## config.mk

```make
export PLATFORM = sky130hd
export DESIGN_NAME = aes_ctrl
export DESIGN_NICKNAME = d
export VERILOG_FILES = /design/src/sv/aes_pkg.sv /design/src/sv/aes_ctrl.sv
export SDC_FILE = /design/constraint.sdc
export NUM_CORES = 1
export LEC_CHECK = 0
export BUFFER_PORTS_ARGS = -buffer_cell sky130_fd_sc_hd__buf_2
export CAP_MARGIN = 30
export CORE_MARGIN = 2
export CORE_UTILIZATION = 44
export DETAILED_ROUTE_END_ITERATION = 16
export PLACE_DENSITY_LB_ADDON = 0.12
export SLEW_MARGIN = 20
export SYNTH_ARGS = -nofsm -noshare
export SYNTH_HDL_FRONTEND = slang
export SYNTH_SLANG_ARGS = --single-unit
```

## constraint.sdc

```tcl
create_clock -name aclk -period 1.8 [get_ports aclk]
set_input_delay 0.27 -clock aclk [delete_from_list [all_inputs] [get_ports aclk]]
set_output_delay 0.27 -clock aclk [all_outputs]
set_load 0.02 [all_outputs]
```

## src/sv/aes_pkg.sv

```systemverilog
// ----------------------------------------------------------------------------
// AES-128 shared package
// S-box tables, round constants, round and key schedule functions, and the
// control and status bundles between the controller and the datapath.
// ----------------------------------------------------------------------------
package aes_pkg;

    localparam int BLOCK_W   = 128;
    localparam int HALF_W    = 64;
    localparam int RK_DEPTH  = 11;
    localparam int RK_AW     = $clog2(RK_DEPTH);
    localparam int CFG_IDX_W = 2;

    localparam logic [RK_AW-1:0] LAST_ROUND = RK_AW'(RK_DEPTH - 1);

    typedef enum logic [CFG_IDX_W-1:0] {
        CFG_KEY_UPPER = 2'd0,
        CFG_KEY_LOWER = 2'd1,
        CFG_DIRECTION = 2'd2
    } cfg_index_t;

    typedef enum logic {
        DIR_ENCRYPT = 1'b0,
        DIR_DECRYPT = 1'b1
    } dir_t;

    typedef struct packed {
        logic             load;
        logic             exp_wr;
        logic             keys_set;
        logic             rnd_en;
        logic [RK_AW-1:0] step;
        logic [RK_AW-1:0] rd_addr;
    } aes_cmd_t;

    typedef struct packed {
        logic keys_ready;
        dir_t direction;
        logic out_busy;
    } aes_sts_t;

    localparam logic [7:0] SBOX [256] = '{
        8'h63,8'h7c,8'h77,8'h7b,8'hf2,8'h6b,8'h6f,8'hc5,8'h30,8'h01,8'h67,8'h2b,8'hfe,8'hd7,8'hab,8'h76,
        8'hca,8'h82,8'hc9,8'h7d,8'hfa,8'h59,8'h47,8'hf0,8'had,8'hd4,8'ha2,8'haf,8'h9c,8'ha4,8'h72,8'hc0,
        8'hb7,8'hfd,8'h93,8'h26,8'h36,8'h3f,8'hf7,8'hcc,8'h34,8'ha5,8'he5,8'hf1,8'h71,8'hd8,8'h31,8'h15,
        8'h04,8'hc7,8'h23,8'hc3,8'h18,8'h96,8'h05,8'h9a,8'h07,8'h12,8'h80,8'he2,8'heb,8'h27,8'hb2,8'h75,
        8'h09,8'h83,8'h2c,8'h1a,8'h1b,8'h6e,8'h5a,8'ha0,8'h52,8'h3b,8'hd6,8'hb3,8'h29,8'he3,8'h2f,8'h84,
        8'h53,8'hd1,8'h00,8'hed,8'h20,8'hfc,8'hb1,8'h5b,8'h6a,8'hcb,8'hbe,8'h39,8'h4a,8'h4c,8'h58,8'hcf,
        8'hd0,8'hef,8'haa,8'hfb,8'h43,8'h4d,8'h33,8'h85,8'h45,8'hf9,8'h02,8'h7f,8'h50,8'h3c,8'h9f,8'ha8,
        8'h51,8'ha3,8'h40,8'h8f,8'h92,8'h9d,8'h38,8'hf5,8'hbc,8'hb6,8'hda,8'h21,8'h10,8'hff,8'hf3,8'hd2,
        8'hcd,8'h0c,8'h13,8'hec,8'h5f,8'h97,8'h44,8'h17,8'hc4,8'ha7,8'h7e,8'h3d,8'h64,8'h5d,8'h19,8'h73,
        8'h60,8'h81,8'h4f,8'hdc,8'h22,8'h2a,8'h90,8'h88,8'h46,8'hee,8'hb8,8'h14,8'hde,8'h5e,8'h0b,8'hdb,
        8'he0,8'h32,8'h3a,8'h0a,8'h49,8'h06,8'h24,8'h5c,8'hc2,8'hd3,8'hac,8'h62,8'h91,8'h95,8'he4,8'h79,
        8'he7,8'hc8,8'h37,8'h6d,8'h8d,8'hd5,8'h4e,8'ha9,8'h6c,8'h56,8'hf4,8'hea,8'h65,8'h7a,8'hae,8'h08,
        8'hba,8'h78,8'h25,8'h2e,8'h1c,8'ha6,8'hb4,8'hc6,8'he8,8'hdd,8'h74,8'h1f,8'h4b,8'hbd,8'h8b,8'h8a,
        8'h70,8'h3e,8'hb5,8'h66,8'h48,8'h03,8'hf6,8'h0e,8'h61,8'h35,8'h57,8'hb9,8'h86,8'hc1,8'h1d,8'h9e,
        8'he1,8'hf8,8'h98,8'h11,8'h69,8'hd9,8'h8e,8'h94,8'h9b,8'h1e,8'h87,8'he9,8'hce,8'h55,8'h28,8'hdf,
        8'h8c,8'ha1,8'h89,8'h0d,8'hbf,8'he6,8'h42,8'h68,8'h41,8'h99,8'h2d,8'h0f,8'hb0,8'h54,8'hbb,8'h16};

    localparam logic [7:0] INV_SBOX [256] = '{
        8'h52,8'h09,8'h6a,8'hd5,8'h30,8'h36,8'ha5,8'h38,8'hbf,8'h40,8'ha3,8'h9e,8'h81,8'hf3,8'hd7,8'hfb,
        8'h7c,8'he3,8'h39,8'h82,8'h9b,8'h2f,8'hff,8'h87,8'h34,8'h8e,8'h43,8'h44,8'hc4,8'hde,8'he9,8'hcb,
        8'h54,8'h7b,8'h94,8'h32,8'ha6,8'hc2,8'h23,8'h3d,8'hee,8'h4c,8'h95,8'h0b,8'h42,8'hfa,8'hc3,8'h4e,
        8'h08,8'h2e,8'ha1,8'h66,8'h28,8'hd9,8'h24,8'hb2,8'h76,8'h5b,8'ha2,8'h49,8'h6d,8'h8b,8'hd1,8'h25,
        8'h72,8'hf8,8'hf6,8'h64,8'h86,8'h68,8'h98,8'h16,8'hd4,8'ha4,8'h5c,8'hcc,8'h5d,8'h65,8'hb6,8'h92,
        8'h6c,8'h70,8'h48,8'h50,8'hfd,8'hed,8'hb9,8'hda,8'h5e,8'h15,8'h46,8'h57,8'ha7,8'h8d,8'h9d,8'h84,
        8'h90,8'hd8,8'hab,8'h00,8'h8c,8'hbc,8'hd3,8'h0a,8'hf7,8'he4,8'h58,8'h05,8'hb8,8'hb3,8'h45,8'h06,
        8'hd0,8'h2c,8'h1e,8'h8f,8'hca,8'h3f,8'h0f,8'h02,8'hc1,8'haf,8'hbd,8'h03,8'h01,8'h13,8'h8a,8'h6b,
        8'h3a,8'h91,8'h11,8'h41,8'h4f,8'h67,8'hdc,8'hea,8'h97,8'hf2,8'hcf,8'hce,8'hf0,8'hb4,8'he6,8'h73,
        8'h96,8'hac,8'h74,8'h22,8'he7,8'had,8'h35,8'h85,8'he2,8'hf9,8'h37,8'he8,8'h1c,8'h75,8'hdf,8'h6e,
        8'h47,8'hf1,8'h1a,8'h71,8'h1d,8'h29,8'hc5,8'h89,8'h6f,8'hb7,8'h62,8'h0e,8'haa,8'h18,8'hbe,8'h1b,
        8'hfc,8'h56,8'h3e,8'h4b,8'hc6,8'hd2,8'h79,8'h20,8'h9a,8'hdb,8'hc0,8'hfe,8'h78,8'hcd,8'h5a,8'hf4,
        8'h1f,8'hdd,8'ha8,8'h33,8'h88,8'h07,8'hc7,8'h31,8'hb1,8'h12,8'h10,8'h59,8'h27,8'h80,8'hec,8'h5f,
        8'h60,8'h51,8'h7f,8'ha9,8'h19,8'hb5,8'h4a,8'h0d,8'h2d,8'he5,8'h7a,8'h9f,8'h93,8'hc9,8'h9c,8'hef,
        8'ha0,8'he0,8'h3b,8'h4d,8'hae,8'h2a,8'hf5,8'hb0,8'hc8,8'heb,8'hbb,8'h3c,8'h83,8'h53,8'h99,8'h61,
        8'h17,8'h2b,8'h04,8'h7e,8'hba,8'h77,8'hd6,8'h26,8'he1,8'h69,8'h14,8'h63,8'h55,8'h21,8'h0c,8'h7d};

    // Round constant byte for key expansion step n (n = 0..9)
    function automatic logic [7:0] rcon_byte(input logic [RK_AW-1:0] n);
        logic [7:0] r;
        case (n)
            4'd0:    r = 8'h01;
            4'd1:    r = 8'h02;
            4'd2:    r = 8'h04;
            4'd3:    r = 8'h08;
            4'd4:    r = 8'h10;
            4'd5:    r = 8'h20;
            4'd6:    r = 8'h40;
            4'd7:    r = 8'h80;
            4'd8:    r = 8'h1b;
            4'd9:    r = 8'h36;
            default: r = 8'h00;
        endcase
        return r;
    endfunction

    function automatic logic [7:0] xtime(input logic [7:0] v);
        return {v[6:0], 1'b0} ^ (v[7] ? 8'h1b : 8'h00);
    endfunction

    // Byte n of the block sits at bits [127-8n -: 8]; byte n is row n%4, column n/4
    function automatic logic [BLOCK_W-1:0] sub_bytes(input logic [BLOCK_W-1:0] s,
                                                     input logic inv);
        logic [BLOCK_W-1:0] o;
        o = '0;
        for (int n = 0; n < 16; n++) begin
            o[127-8*n -: 8] = inv ? INV_SBOX[s[127-8*n -: 8]] : SBOX[s[127-8*n -: 8]];
        end
        return o;
    endfunction

    function automatic logic [BLOCK_W-1:0] shift_rows(input logic [BLOCK_W-1:0] s,
                                                      input logic inv);
        logic [BLOCK_W-1:0] o;
        o = '0;
        for (int c = 0; c < 4; c++) begin
            for (int r = 0; r < 4; r++) begin
                if (inv) begin
                    o[127-8*(4*((c+r)%4)+r) -: 8] = s[127-8*(4*c+r) -: 8];
                end else begin
                    o[127-8*(4*c+r) -: 8] = s[127-8*(4*((c+r)%4)+r) -: 8];
                end
            end
        end
        return o;
    endfunction

    function automatic logic [BLOCK_W-1:0] mix_columns(input logic [BLOCK_W-1:0] s,
                                                       input logic inv);
        logic [BLOCK_W-1:0] o;
        logic [7:0] a [4];
        logic [7:0] x2 [4];
        logic [7:0] x4 [4];
        logic [7:0] x8 [4];
        logic [7:0] m9 [4];
        logic [7:0] mb [4];
        logic [7:0] md [4];
        logic [7:0] me [4];
        o = '0;
        for (int c = 0; c < 4; c++) begin
            for (int k = 0; k < 4; k++) begin
                a[k]  = s[127-8*(4*c+k) -: 8];
                x2[k] = xtime(a[k]);
                x4[k] = xtime(x2[k]);
                x8[k] = xtime(x4[k]);
                m9[k] = x8[k] ^ a[k];
                mb[k] = x8[k] ^ x2[k] ^ a[k];
                md[k] = x8[k] ^ x4[k] ^ a[k];
                me[k] = x8[k] ^ x4[k] ^ x2[k];
            end
            for (int r = 0; r < 4; r++) begin
                if (inv) begin
                    o[127-8*(4*c+r) -: 8] = me[r] ^ mb[(r+1)%4] ^ md[(r+2)%4] ^ m9[(r+3)%4];
                end else begin
                    o[127-8*(4*c+r) -: 8] = x2[r] ^ x2[(r+1)%4] ^ a[(r+1)%4]
                                          ^ a[(r+2)%4] ^ a[(r+3)%4];
                end
            end
        end
        return o;
    endfunction

    // Next 128-bit round key from the current one
    function automatic logic [BLOCK_W-1:0] key_next(input logic [BLOCK_W-1:0] k,
                                                    input logic [7:0] rc);
        logic [31:0] w [4];
        logic [31:0] t;
        t = {SBOX[k[23:16]] ^ rc, SBOX[k[15:8]], SBOX[k[7:0]], SBOX[k[31:24]]};
        w[0] = k[127:96] ^ t;
        w[1] = k[95:64] ^ w[0];
        w[2] = k[63:32] ^ w[1];
        w[3] = k[31:0] ^ w[2];
        return {w[0], w[1], w[2], w[3]};
    endfunction

endpackage

```

## src/sv/aes_ctrl.sv

```systemverilog
// ----------------------------------------------------------------------------
// AES-128 controller
// Sequences key expansion and the eleven round-key steps of one block.
// ----------------------------------------------------------------------------
module aes_ctrl (
    input  logic              aclk,
    input  logic              aresetn,
    input  logic              s_valid,
    output logic              s_ready,
    input  aes_pkg::aes_sts_t sts,
    output aes_pkg::aes_cmd_t cmd
);
    import aes_pkg::*;

    typedef enum logic [1:0] {
        ST_IDLE,
        ST_EXPAND,
        ST_ISSUE,
        ST_ROUND
    } state_t;

    state_t           state_reg, state_next;
    logic [RK_AW-1:0] cnt_reg, cnt_next;
    logic             last;

    // Round key row used at step n, in direction order
    function automatic logic [RK_AW-1:0] key_idx(input logic [RK_AW-1:0] n, input dir_t d);
        return (d == DIR_DECRYPT) ? LAST_ROUND - n : n;
    endfunction

    assign last = (cnt_reg == LAST_ROUND);

    // Next state and commands
    always_comb begin
        state_next   = state_reg;
        cnt_next     = cnt_reg;
        cmd          = '0;
        cmd.step     = cnt_reg;
        cmd.rd_addr  = key_idx('0, sts.direction);
        s_ready      = 1'b0;
        case (state_reg)
            ST_IDLE: begin
                s_ready = 1'b1;
                if (s_valid) begin
                    cmd.load   = 1'b1;
                    cnt_next   = '0;
                    state_next = sts.keys_ready ? ST_ROUND : ST_EXPAND;
                end
            end
            ST_EXPAND: begin
                cmd.exp_wr = 1'b1;
                if (last) begin
                    cmd.keys_set = 1'b1;
                    state_next   = ST_ISSUE;
                end else begin
                    cnt_next = cnt_reg + 1'b1;
                end
            end
            ST_ISSUE: begin
                cnt_next   = '0;
                state_next = ST_ROUND;
            end
            ST_ROUND: begin
                // hold the last step while the result register is occupied
                cmd.rnd_en = !(last && sts.out_busy);
                if (last) begin
                    cmd.rd_addr = key_idx(cnt_reg, sts.direction);
                    if (cmd.rnd_en) begin
                        state_next = ST_IDLE;
                    end
                end else begin
                    cmd.rd_addr = key_idx(cnt_reg + 1'b1, sts.direction);
                    cnt_next    = cnt_reg + 1'b1;
                end
            end
            default: begin
                state_next = ST_IDLE;
            end
        endcase
    end

    always_ff @(posedge aclk) begin
        if (!aresetn) begin
            state_reg <= ST_IDLE;
            cnt_reg   <= '0;
        end else begin
            state_reg <= state_next;
            cnt_reg   <= cnt_next;
        end
    end

    a_last_to_idle: assert property (@(posedge aclk) disable iff (!aresetn)
        (state_reg == ST_ROUND && last && cmd.rnd_en) |=> state_reg == ST_IDLE)
        else $error("final round did not return to idle");

    a_stall_holds: assert property (@(posedge aclk) disable iff (!aresetn)
        (state_reg == ST_ROUND && !cmd.rnd_en) |=> (state_reg == ST_ROUND && $stable(cnt_reg)))
        else $error("stalled round advanced");

    a_expand_entry: assert property (@(posedge aclk) disable iff (!aresetn)
        (state_reg == ST_IDLE && s_valid && !sts.keys_ready) |=> state_reg == ST_EXPAND)
        else $error("block accepted without key expansion");

endmodule

```

Word level (Yosys, flattened, before mapping)

Index checks and enable logic that the tools add are counted.

Flip-flop bits (word level): 6

$add $sub $neg: 3
Equality and inequality tests: 9
Mux-type cells: 20
Reductions and logical operators: 6

Operators with widths:

| kind                                                 | count |
|---|---|
| two-way mux 4 bit                                    | 7 |
| two-way mux 2 bit                                    | 6 |
| case mux 4 bit (3 select lines)                      | 1 |
| != test 2 bit (second input constant)                | 5 |
| case mux 2 bit (4 select lines)                      | 1 |
| subtractor 4 bit (first input constant)              | 2 |
| two-way mux 1 bit                                    | 5 |
| adder 4 x 1 -> 4 bit (second input constant)         | 1 |
| equality test 2 bit (second input constant)          | 2 |
| equality test 4 bit (second input constant)          | 1 |
| AND reduction 4 bit                                  | 1 |
| equality test 2 x 1 -> 1 bit (second input constant) | 1 |
| logical NOT 2 bit                                    | 1 |
| AND reduction 2 bit                                  | 1 |
| OR reduction 2 bit                                   | 1 |
| logical AND 1 bit                                    | 1 |
| logical NOT 1 bit                                    | 1 |

Logic depth before layout (Yosys ltp)

Gate-level depths: netlist of the first run.

Depth after elaboration: 5
Gate-level depth with buffers: 7
Depth with buffers taken out: 6

Worst setup path before layout of the first run

OpenSTA, ideal clock, no wires.

Kind: register to output
Start: register cnt_reg[0]
End: output cmd[3] in the netlist's numbering
Arrival time: 2.134 ns
Path slack: -0.604 ns
Cell stages (with the launch flop): 8
Buffers on the path: 1
Path through: dfxtp_1 buf_6 inv_1 ha_1 o21ai_0 or3_1 xnor2_1 a311oi_1

RTL lines:

| what                     | RTL line       | source |
|---|---|---|
| start: declaration       | aes_ctrl.sv:23 | `logic [RK_AW-1:0] cnt_reg, cnt_next;` |
| start signal: assignment | aes_ctrl.sv:88 | `cnt_reg <= cnt_next;` |
| end: declaration         | aes_ctrl.sv:11 | `output aes_pkg::aes_cmd_t cmd` |

==> summary.md, run 1 <==
| Metric | Value |
|---|---|
| Outcome | complete, but fails checks |
| Failing checks | negative setup slack |
| Worst setup SP type | flop |
| Clock sinks | 6 |
| Number of enable flip-flop cells after synthesis | 0 |
| Clock-pin slew on the worst setup and hold paths | 50 ps |
| Net count after synthesis | 89 |
| Vias | 668 |
| Number of DRC markers in iteration 0 | 6 |
| Maximum VDD drop | 0.587 mV |
| WP data arrival | 1820 ps |
| Hold Path Class | in2reg |
| Core ar. | 1330 um2 |
| Cell Pwr Density | 961 nW/um2 |
| Worst Tran Pin Value | 402 ps |
| Synthesized area | 647 um2 |
| Mapped Cells | 76 |
| Part of the power in registers | 20.1% |
| Buffers on Ports | 18 |
| Worst Slack Setup Final | -293 ps |
| Cell Area, Placed | 847 um2 |
| Synth Flop Type | dfxtp_1 |
| Kind of critical path | reg2out |
| Clk_lat worst skew | 250 ps |
| Fin nets | 124 |
| Max reg flops | 4 |
| Hold Fails Final Rpt | 0 |
| H-tree Lvls | 1 |
| Pre-Repair DR Iteration Count | 4 |
| R2r worst-path depth | 9 |
| TritonCTS clock tree | yes |
| Setup crit start | cnt_reg[1]$_SDFFE_PN0P_ |
| Hold Path Origin | aresetn |
| RSZ-0062 raised after global routing | true |
| Die Wd | 42.3 um |
| Total power | 954 uW |
| Ports | 19 |
| CTS buffer count | 3 |
| Max cap viols | 0 |
| P&R area growth vs syn | 53.4% |
| Placed insts | 118 |
| Final wirelength | 1.63 mm |
| Vias/cell | 5.34 |
| Min-Delay Endpoint | cnt_reg[2]$_SDFFE_PN0P_ |
| Net Sw Frac | 43.9% |
| Worst Clk Skew | 10.0 ps |
| Leak pwr | 0.000471 uW |
| Worst hold stages | 2 |
| Final GP Congestion | 0.808 |
| Number of global-route vias before repair | 677 |
| Drc violations | 0 |
| Period Utilization, post-route | 116% |
| Initial antenna violation count | 0 |
| Initial Utilization | 48.5% |
| Share of flip-flops with an asynchronous set or reset | 0% |
| Flop2flop setup slack | 120 ps |
| R2r startpoint | cnt_reg[0]$_SDFFE_PN0P_ |
| Setup TNS | -1010 ps |
| Routed len/inst | 13.0 um |
| Largest net degree at the start of global routing | 9 |
| Routed Antenna Nets | 0 |
| Most common cell after layout, fill and taps aside | buf_4 |
| Root Buffer | clkbuf_4 |
| Row count | 13 |
| Fmax | 478 MHz |
| Final setup viols | 6 |
| Most frequent cells in the layout | buf_4, buf_2, nand2_1, buf_6, nor2b_1 |
| Synth Warn # | 0 |
| Total track usage | 20.4% |
| Comb power frac | 65.9% |
| Yosys reg bits | 6 |
| Pint | 535 uW |
| WHS | 310 ps |
| Crit end category | output port |
| Ant. Diodes | 0 |
| Clock Tree Buf Depth | 2 |
| CP required | 1530 ps |
| RR Endpoint | state_reg[0]$_SDFFE_PN0P_ |
| Clk pwr share | 14.0% |
| Total grt overflow | 0 |
| Non-Filler Instances | 125 |
| Syn_area_per_cell | 8.51 um2 |
| Die area | 1790 um2 |
| Share of layout cells above drive strength 1 | 52.7% |
| Synth unique cells | 40 |
| Max Slew Vio Count | 0 |
| Max-slew headroom | 73.1% |
| Clock period minus final worst setup slack | 2090 ps |
| Global-route wire length before repair | 2.86 mm |
| Post-route cell area | 992 um2 |
| Register area share after synthesis | 18.6% |
| Post-DP HPWL | 1.28 mm |
| Die height | 42.3 um |
| P_sw | 419 uW |
| Crit path max fanout | 4 |
critical path, stage by stage, from the launching register on:
cell and delay [ps]:
dfxtp_4 360, ha_4 160, nor2b_2 150, or3_1 370, xnor2_1 150, a311oi_2 190, buf_4 180
synthesized netlist by cell type, types with 2 or more instances:
library cell | count | area [um2]
o21ai_0 | 3 | 15.0
and2_1 | 2 | 12.5
nand3_1 | 2 | 10.0
nor2b_1 | 5 | 31.3
a21boi_1 | 2 | 15.0
a22oi_1 | 2 | 15.0
dfxtp_1 | 6 | 120
inv_1 | 3 | 11.3
a21oi_1 | 2 | 10.0
nand2_1 | 8 | 30.0
ha_1 | 7 | 87.6
nor2_1 | 5 | 18.8
mux2i_1 | 2 | 20.0
how the worst max path moves through the flow:
stage	to	depth (start not counted)
2_1_floorplan	cmd[3]	7
3_3_place_gp	cmd[3]	6
3_5_place_dp	cmd[3]	6
4_1_cts	cmd[3]	7
5_1_grt	cmd[3]	7
6_report	cmd[3]	6
kinds of logic after synthesis:
family / count (synthesis) / synth area share (%)
simple gates: 32 / 29.4
compound gates: 21 / 25.7
fa+ha+maj: 7 / 13.5
flops: 6 / 18.6
buf+inv: 5 / 4.06
mux: 3 / 4.84
xor+xnor: 2 / 3.87
layer usage:
layer	track usage, %	part of all wire [%]
met2	35.4	52
met1	24.9	45
met4	6.88	0.67
met3	3.88	2.1
met5	0	0
metrics by stage:
| step | setup slack [ps] | util, % |
|---|---|---|
| finish | -293 | 74.4 |
| detailed placement | -126 | 63.5 |
| global route | -335 | 74.4 |
| CTS | -316 | 71.4 |
| global placement | -94.0 | 63.5 |
| floorplan | -224 | - |
cell type report:
cell class                 count  area, um2
multi-input combinational     65        573
fill                         102        342
timing repair buffer          32        233
sequential                     6        128
clock buffer                   4       26.3
tap                           15       18.8
inverter                       3       13.8
what timing repair did:
item,4_1_cts,5_1_grt
hold endpoints to repair,0,0
pin swaps,10,7
gates cloned,0,0
gates resized for setup,20,7
setup buffers,2,2
hold buffers,0,0
endpoints found under the setup margin,6,6
power by group through the flow:
stage	Clock [uW]	Combinational, uW	Sequential, uW
finish	133	629	192
floorplan	0	402	197
CTS	139	611	189
detailed placement	0	551	189
global placement	0	540	188
global route	148	690	197
Note: power is estimated with default switching activity, not from simulation.
==> run 2: changes to the inputs <==
- BUFFER_PORTS_ARGS: -buffer_cell sky130_fd_sc_hd__buf_2 -> -buffer_cell sky130_fd_sc_hd__clkbuf_2
- CORE_UTILIZATION: 44 -> 49
- PLACE_DENSITY: default -> 0.76
- PLACE_DENSITY_LB_ADDON: 0.12 -> default
- clock period: 1.8 -> 2.13 ns (I/O delays scaled with it)
==> run 2 against run 1 <==
Effect of this change:
- the run still ends with negative setup slack left
- count of clock-buffer cells in the layout did not move
- via count fell by 1.9%
- clock skew barely moved
- worst setup slack improved by 200 ps
- first-iteration DRC count rose by 130%
- sequential power fell by 13%
- total power fell by 18%
- register-to-register slack improved by 330 ps
- final area fell by 6.8%
- critical path depth rose by 1
- global-route usage fell by 0.41 points
- die area fell by 9.2%
- critical path type unchanged
- largest cell class unchanged
- highest routed layer is now met3
==> summary.md, run 2 (synthesis results as in run 1) <==
| Metric | Value |
|---|---|
| Outcome | complete, but fails checks (unchanged) |
| Failing checks | negative setup slack (unchanged) |
| Max-slew headroom | 69.7% (was 73.1%) |
| Kind of critical path | reg2out (unchanged) |
| Period Utilization, post-route | 105% |
| Most frequent cells in the layout | clkbuf_2, buf_4, nand2_1, nor2b_1 (was buf_4, buf_2, nand2_1, buf_6, nor2b_1) |
| Max Slew Vio Count | 0 (unchanged) |
| Die height | 40.3 um (was 42.3 um) |
| Share of layout cells above drive strength 1 | 48.6% (was 52.7%) |
| Initial antenna violation count | 0 (unchanged) |
| Maximum VDD drop | 0.578 mV (was 0.587 mV) |
| Worst setup SP type | flop (unchanged) |
| Final setup viols | 1 (was 6) |
| Hold Path Origin | aresetn (unchanged) |
| Routed len/inst | 12.8 um (was 13.0 um) |
| Clk_lat worst skew | 250 ps (about the same) |
| Worst Slack Setup Final | -96.7 ps (was -293 ps) |
| P&R area growth vs syn | 42.9% (was 53.4%) |
| Hold Fails Final Rpt | 0 (unchanged) |
| Worst Clk Skew | 10.4 ps (was 10.0 ps) |
| Final wirelength | 1.54 mm (was 1.63 mm) |
| Die Wd | 40.3 um (was 42.3 um) |
| Most common cell after layout, fill and taps aside | clkbuf_2 (was buf_4) |
| Root Buffer | clkbuf_4 (unchanged) |
| Ports | 19 (unchanged) |
| H-tree Lvls | 1 (unchanged) |
| Crit path max fanout | 3 (was 4) |
| Setup crit start | cnt_reg[0]$_SDFFE_PN0P_ (was cnt_reg[1]$_SDFFE_PN0P_) |
| Die area | 1630 um2 (was 1790 um2) |
| Layout fillers | 108 (was 102) |
| Clock Tree Buf Depth | 2 (unchanged) |
| Cell Pwr Density | 851 nW/um2 (was 961 nW/um2) |
| Vias | 655 (was 668) |
| Area of the multi-input gates | 578 um2 (was 573 um2) |
| Total grt overflow | 0 (unchanged) |
| TritonCTS clock tree | yes (unchanged) |
| Ant. Diodes | 0 (unchanged) |
| Largest net degree at the start of global routing | 13 (was 9) |
| Setup TNS | -96.7 ps (was -1010 ps) |
| R2r startpoint | cnt_reg[0]$_SDFFE_PN0P_ (unchanged) |
| Clock period minus final worst setup slack | 2230 ps |
| Fin nets | 119 (was 124) |
| Row count | 13 (unchanged) |
| Routed Antenna Nets | 0 (unchanged) |
| Pre-Repair DR Iteration Count | 4 (unchanged) |
| Total track usage | 20.0% (was 20.4%) |
| Max reg flops | 4 (unchanged) |
| Number of global-route vias before repair | 531 (was 677) |
| Final core utilization | 72.9% (was 74.4%) |
| Final GP Congestion | 0.732 (was 0.808) |
| Number of DRC markers in iteration 0 | 14 (was 6) |
| Buffers on Ports | 18 (unchanged) |
| WP data arrival | 1910 ps (was 1820 ps) |
| Post-Place Setup Slack | 5.41 ps (was -126 ps) |
| CTS buffer count | 3 (unchanged) |
| Reg area | 128 um2 (unchanged) |
| Crit end category | output port (unchanged) |
| Initial Utilization | 51.0% (was 48.5%) |
| Clock-pin slew on the worst setup and hold paths | 50 ps (about the same) |
| Clock sinks | 6 (unchanged) |
| WHS | 350 ps (was 310 ps) |
| Post-DP HPWL | 1.09 mm (was 1.28 mm) |
| Fmax | 449 MHz |
| RSZ-0062 raised after global routing | true (unchanged) |
| Hold Path Class | in2reg (unchanged) |
| Worst Tran Pin Value | 454 ps (was 402 ps) |
| Global-route wire length before repair | 2.21 mm (was 2.86 mm) |
| Leak pwr | 0.000443 uW (was 0.000471 uW) |
| Drc violations | 0 (unchanged) |
| CP required | 1810 ps (was 1530 ps) |
| Vias/cell | 5.46 (was 5.34) |
| Max cap viols | 0 (unchanged) |
| Core ar. | 1270 um2 (was 1330 um2) |
-- run 2: power by group --
part	internal (uW)	leakage, uW	switching [uW]
clock network	71.0	0.0000150	41.6
registers	138	0.0000505	29.8
logic	228	0.000378	278
total	437	0.000443	350
-- run 2: final timing paths --
| check | slack (ps) | cells after the start | to |
|---|---|---|---|
| min reg2reg | 640 | 3 | state_reg[1]$_SDFFE_PN0P_ |
| max | -100 | 7 | cmd[3] |
| min | 350 | 2 | state_reg[1]$_SDFFE_PN0P_ |
| max reg2reg | 450 | 7 | state_reg[0]$_SDFFE_PN0P_ |
-- run 2: routing by layer --
layer  track usage [%]  wire length, um  vias to the layer above
met5                 0                0                        -
met4              7.50                0                        0
met3                 0               28                        0
met2              35.3              811                       12
met1              25.7              695                      308
li1                  -                -                      335
-- run 2: timing repair --
item | in CTS | in global routing
setup buffers | 7 | 1
setup endpoints to repair | 1 | 2
resized for setup | 6 | 10
pin swaps | 4 | 4
hold buffers | 0 | 0
-- run 2: critical path: stages (launching register included) --
cell      delay (ps)
dfxtp_4          390
inv_4             50
ha_4             260
o21ai_2           50
or3_4            340
xnor2_2          150
a311oi_2         240
buf_4            180
-- run 2: cell type report --
class | count | area share [%]
well taps | 15 | 2.03
multi-input cells | 65 | 62.5
inverters | 3 | 1.49
repair buffers | 27 | 17.3
clock buffers | 4 | 2.84
flip-flops and latches | 6 | 13.8
-- run 2: stage by stage --
step | cell area (um2) | instances | total power [uW]
2_1_floorplan | 671 | 76 | 505
3_3_place_gp | 772 | 108 | 582
3_5_place_dp | 772 | 108 | 596
4_1_cts | 861 | 119 | 772
5_1_grt | 925 | 120 | 860
6_report | 925 | 120 | 787
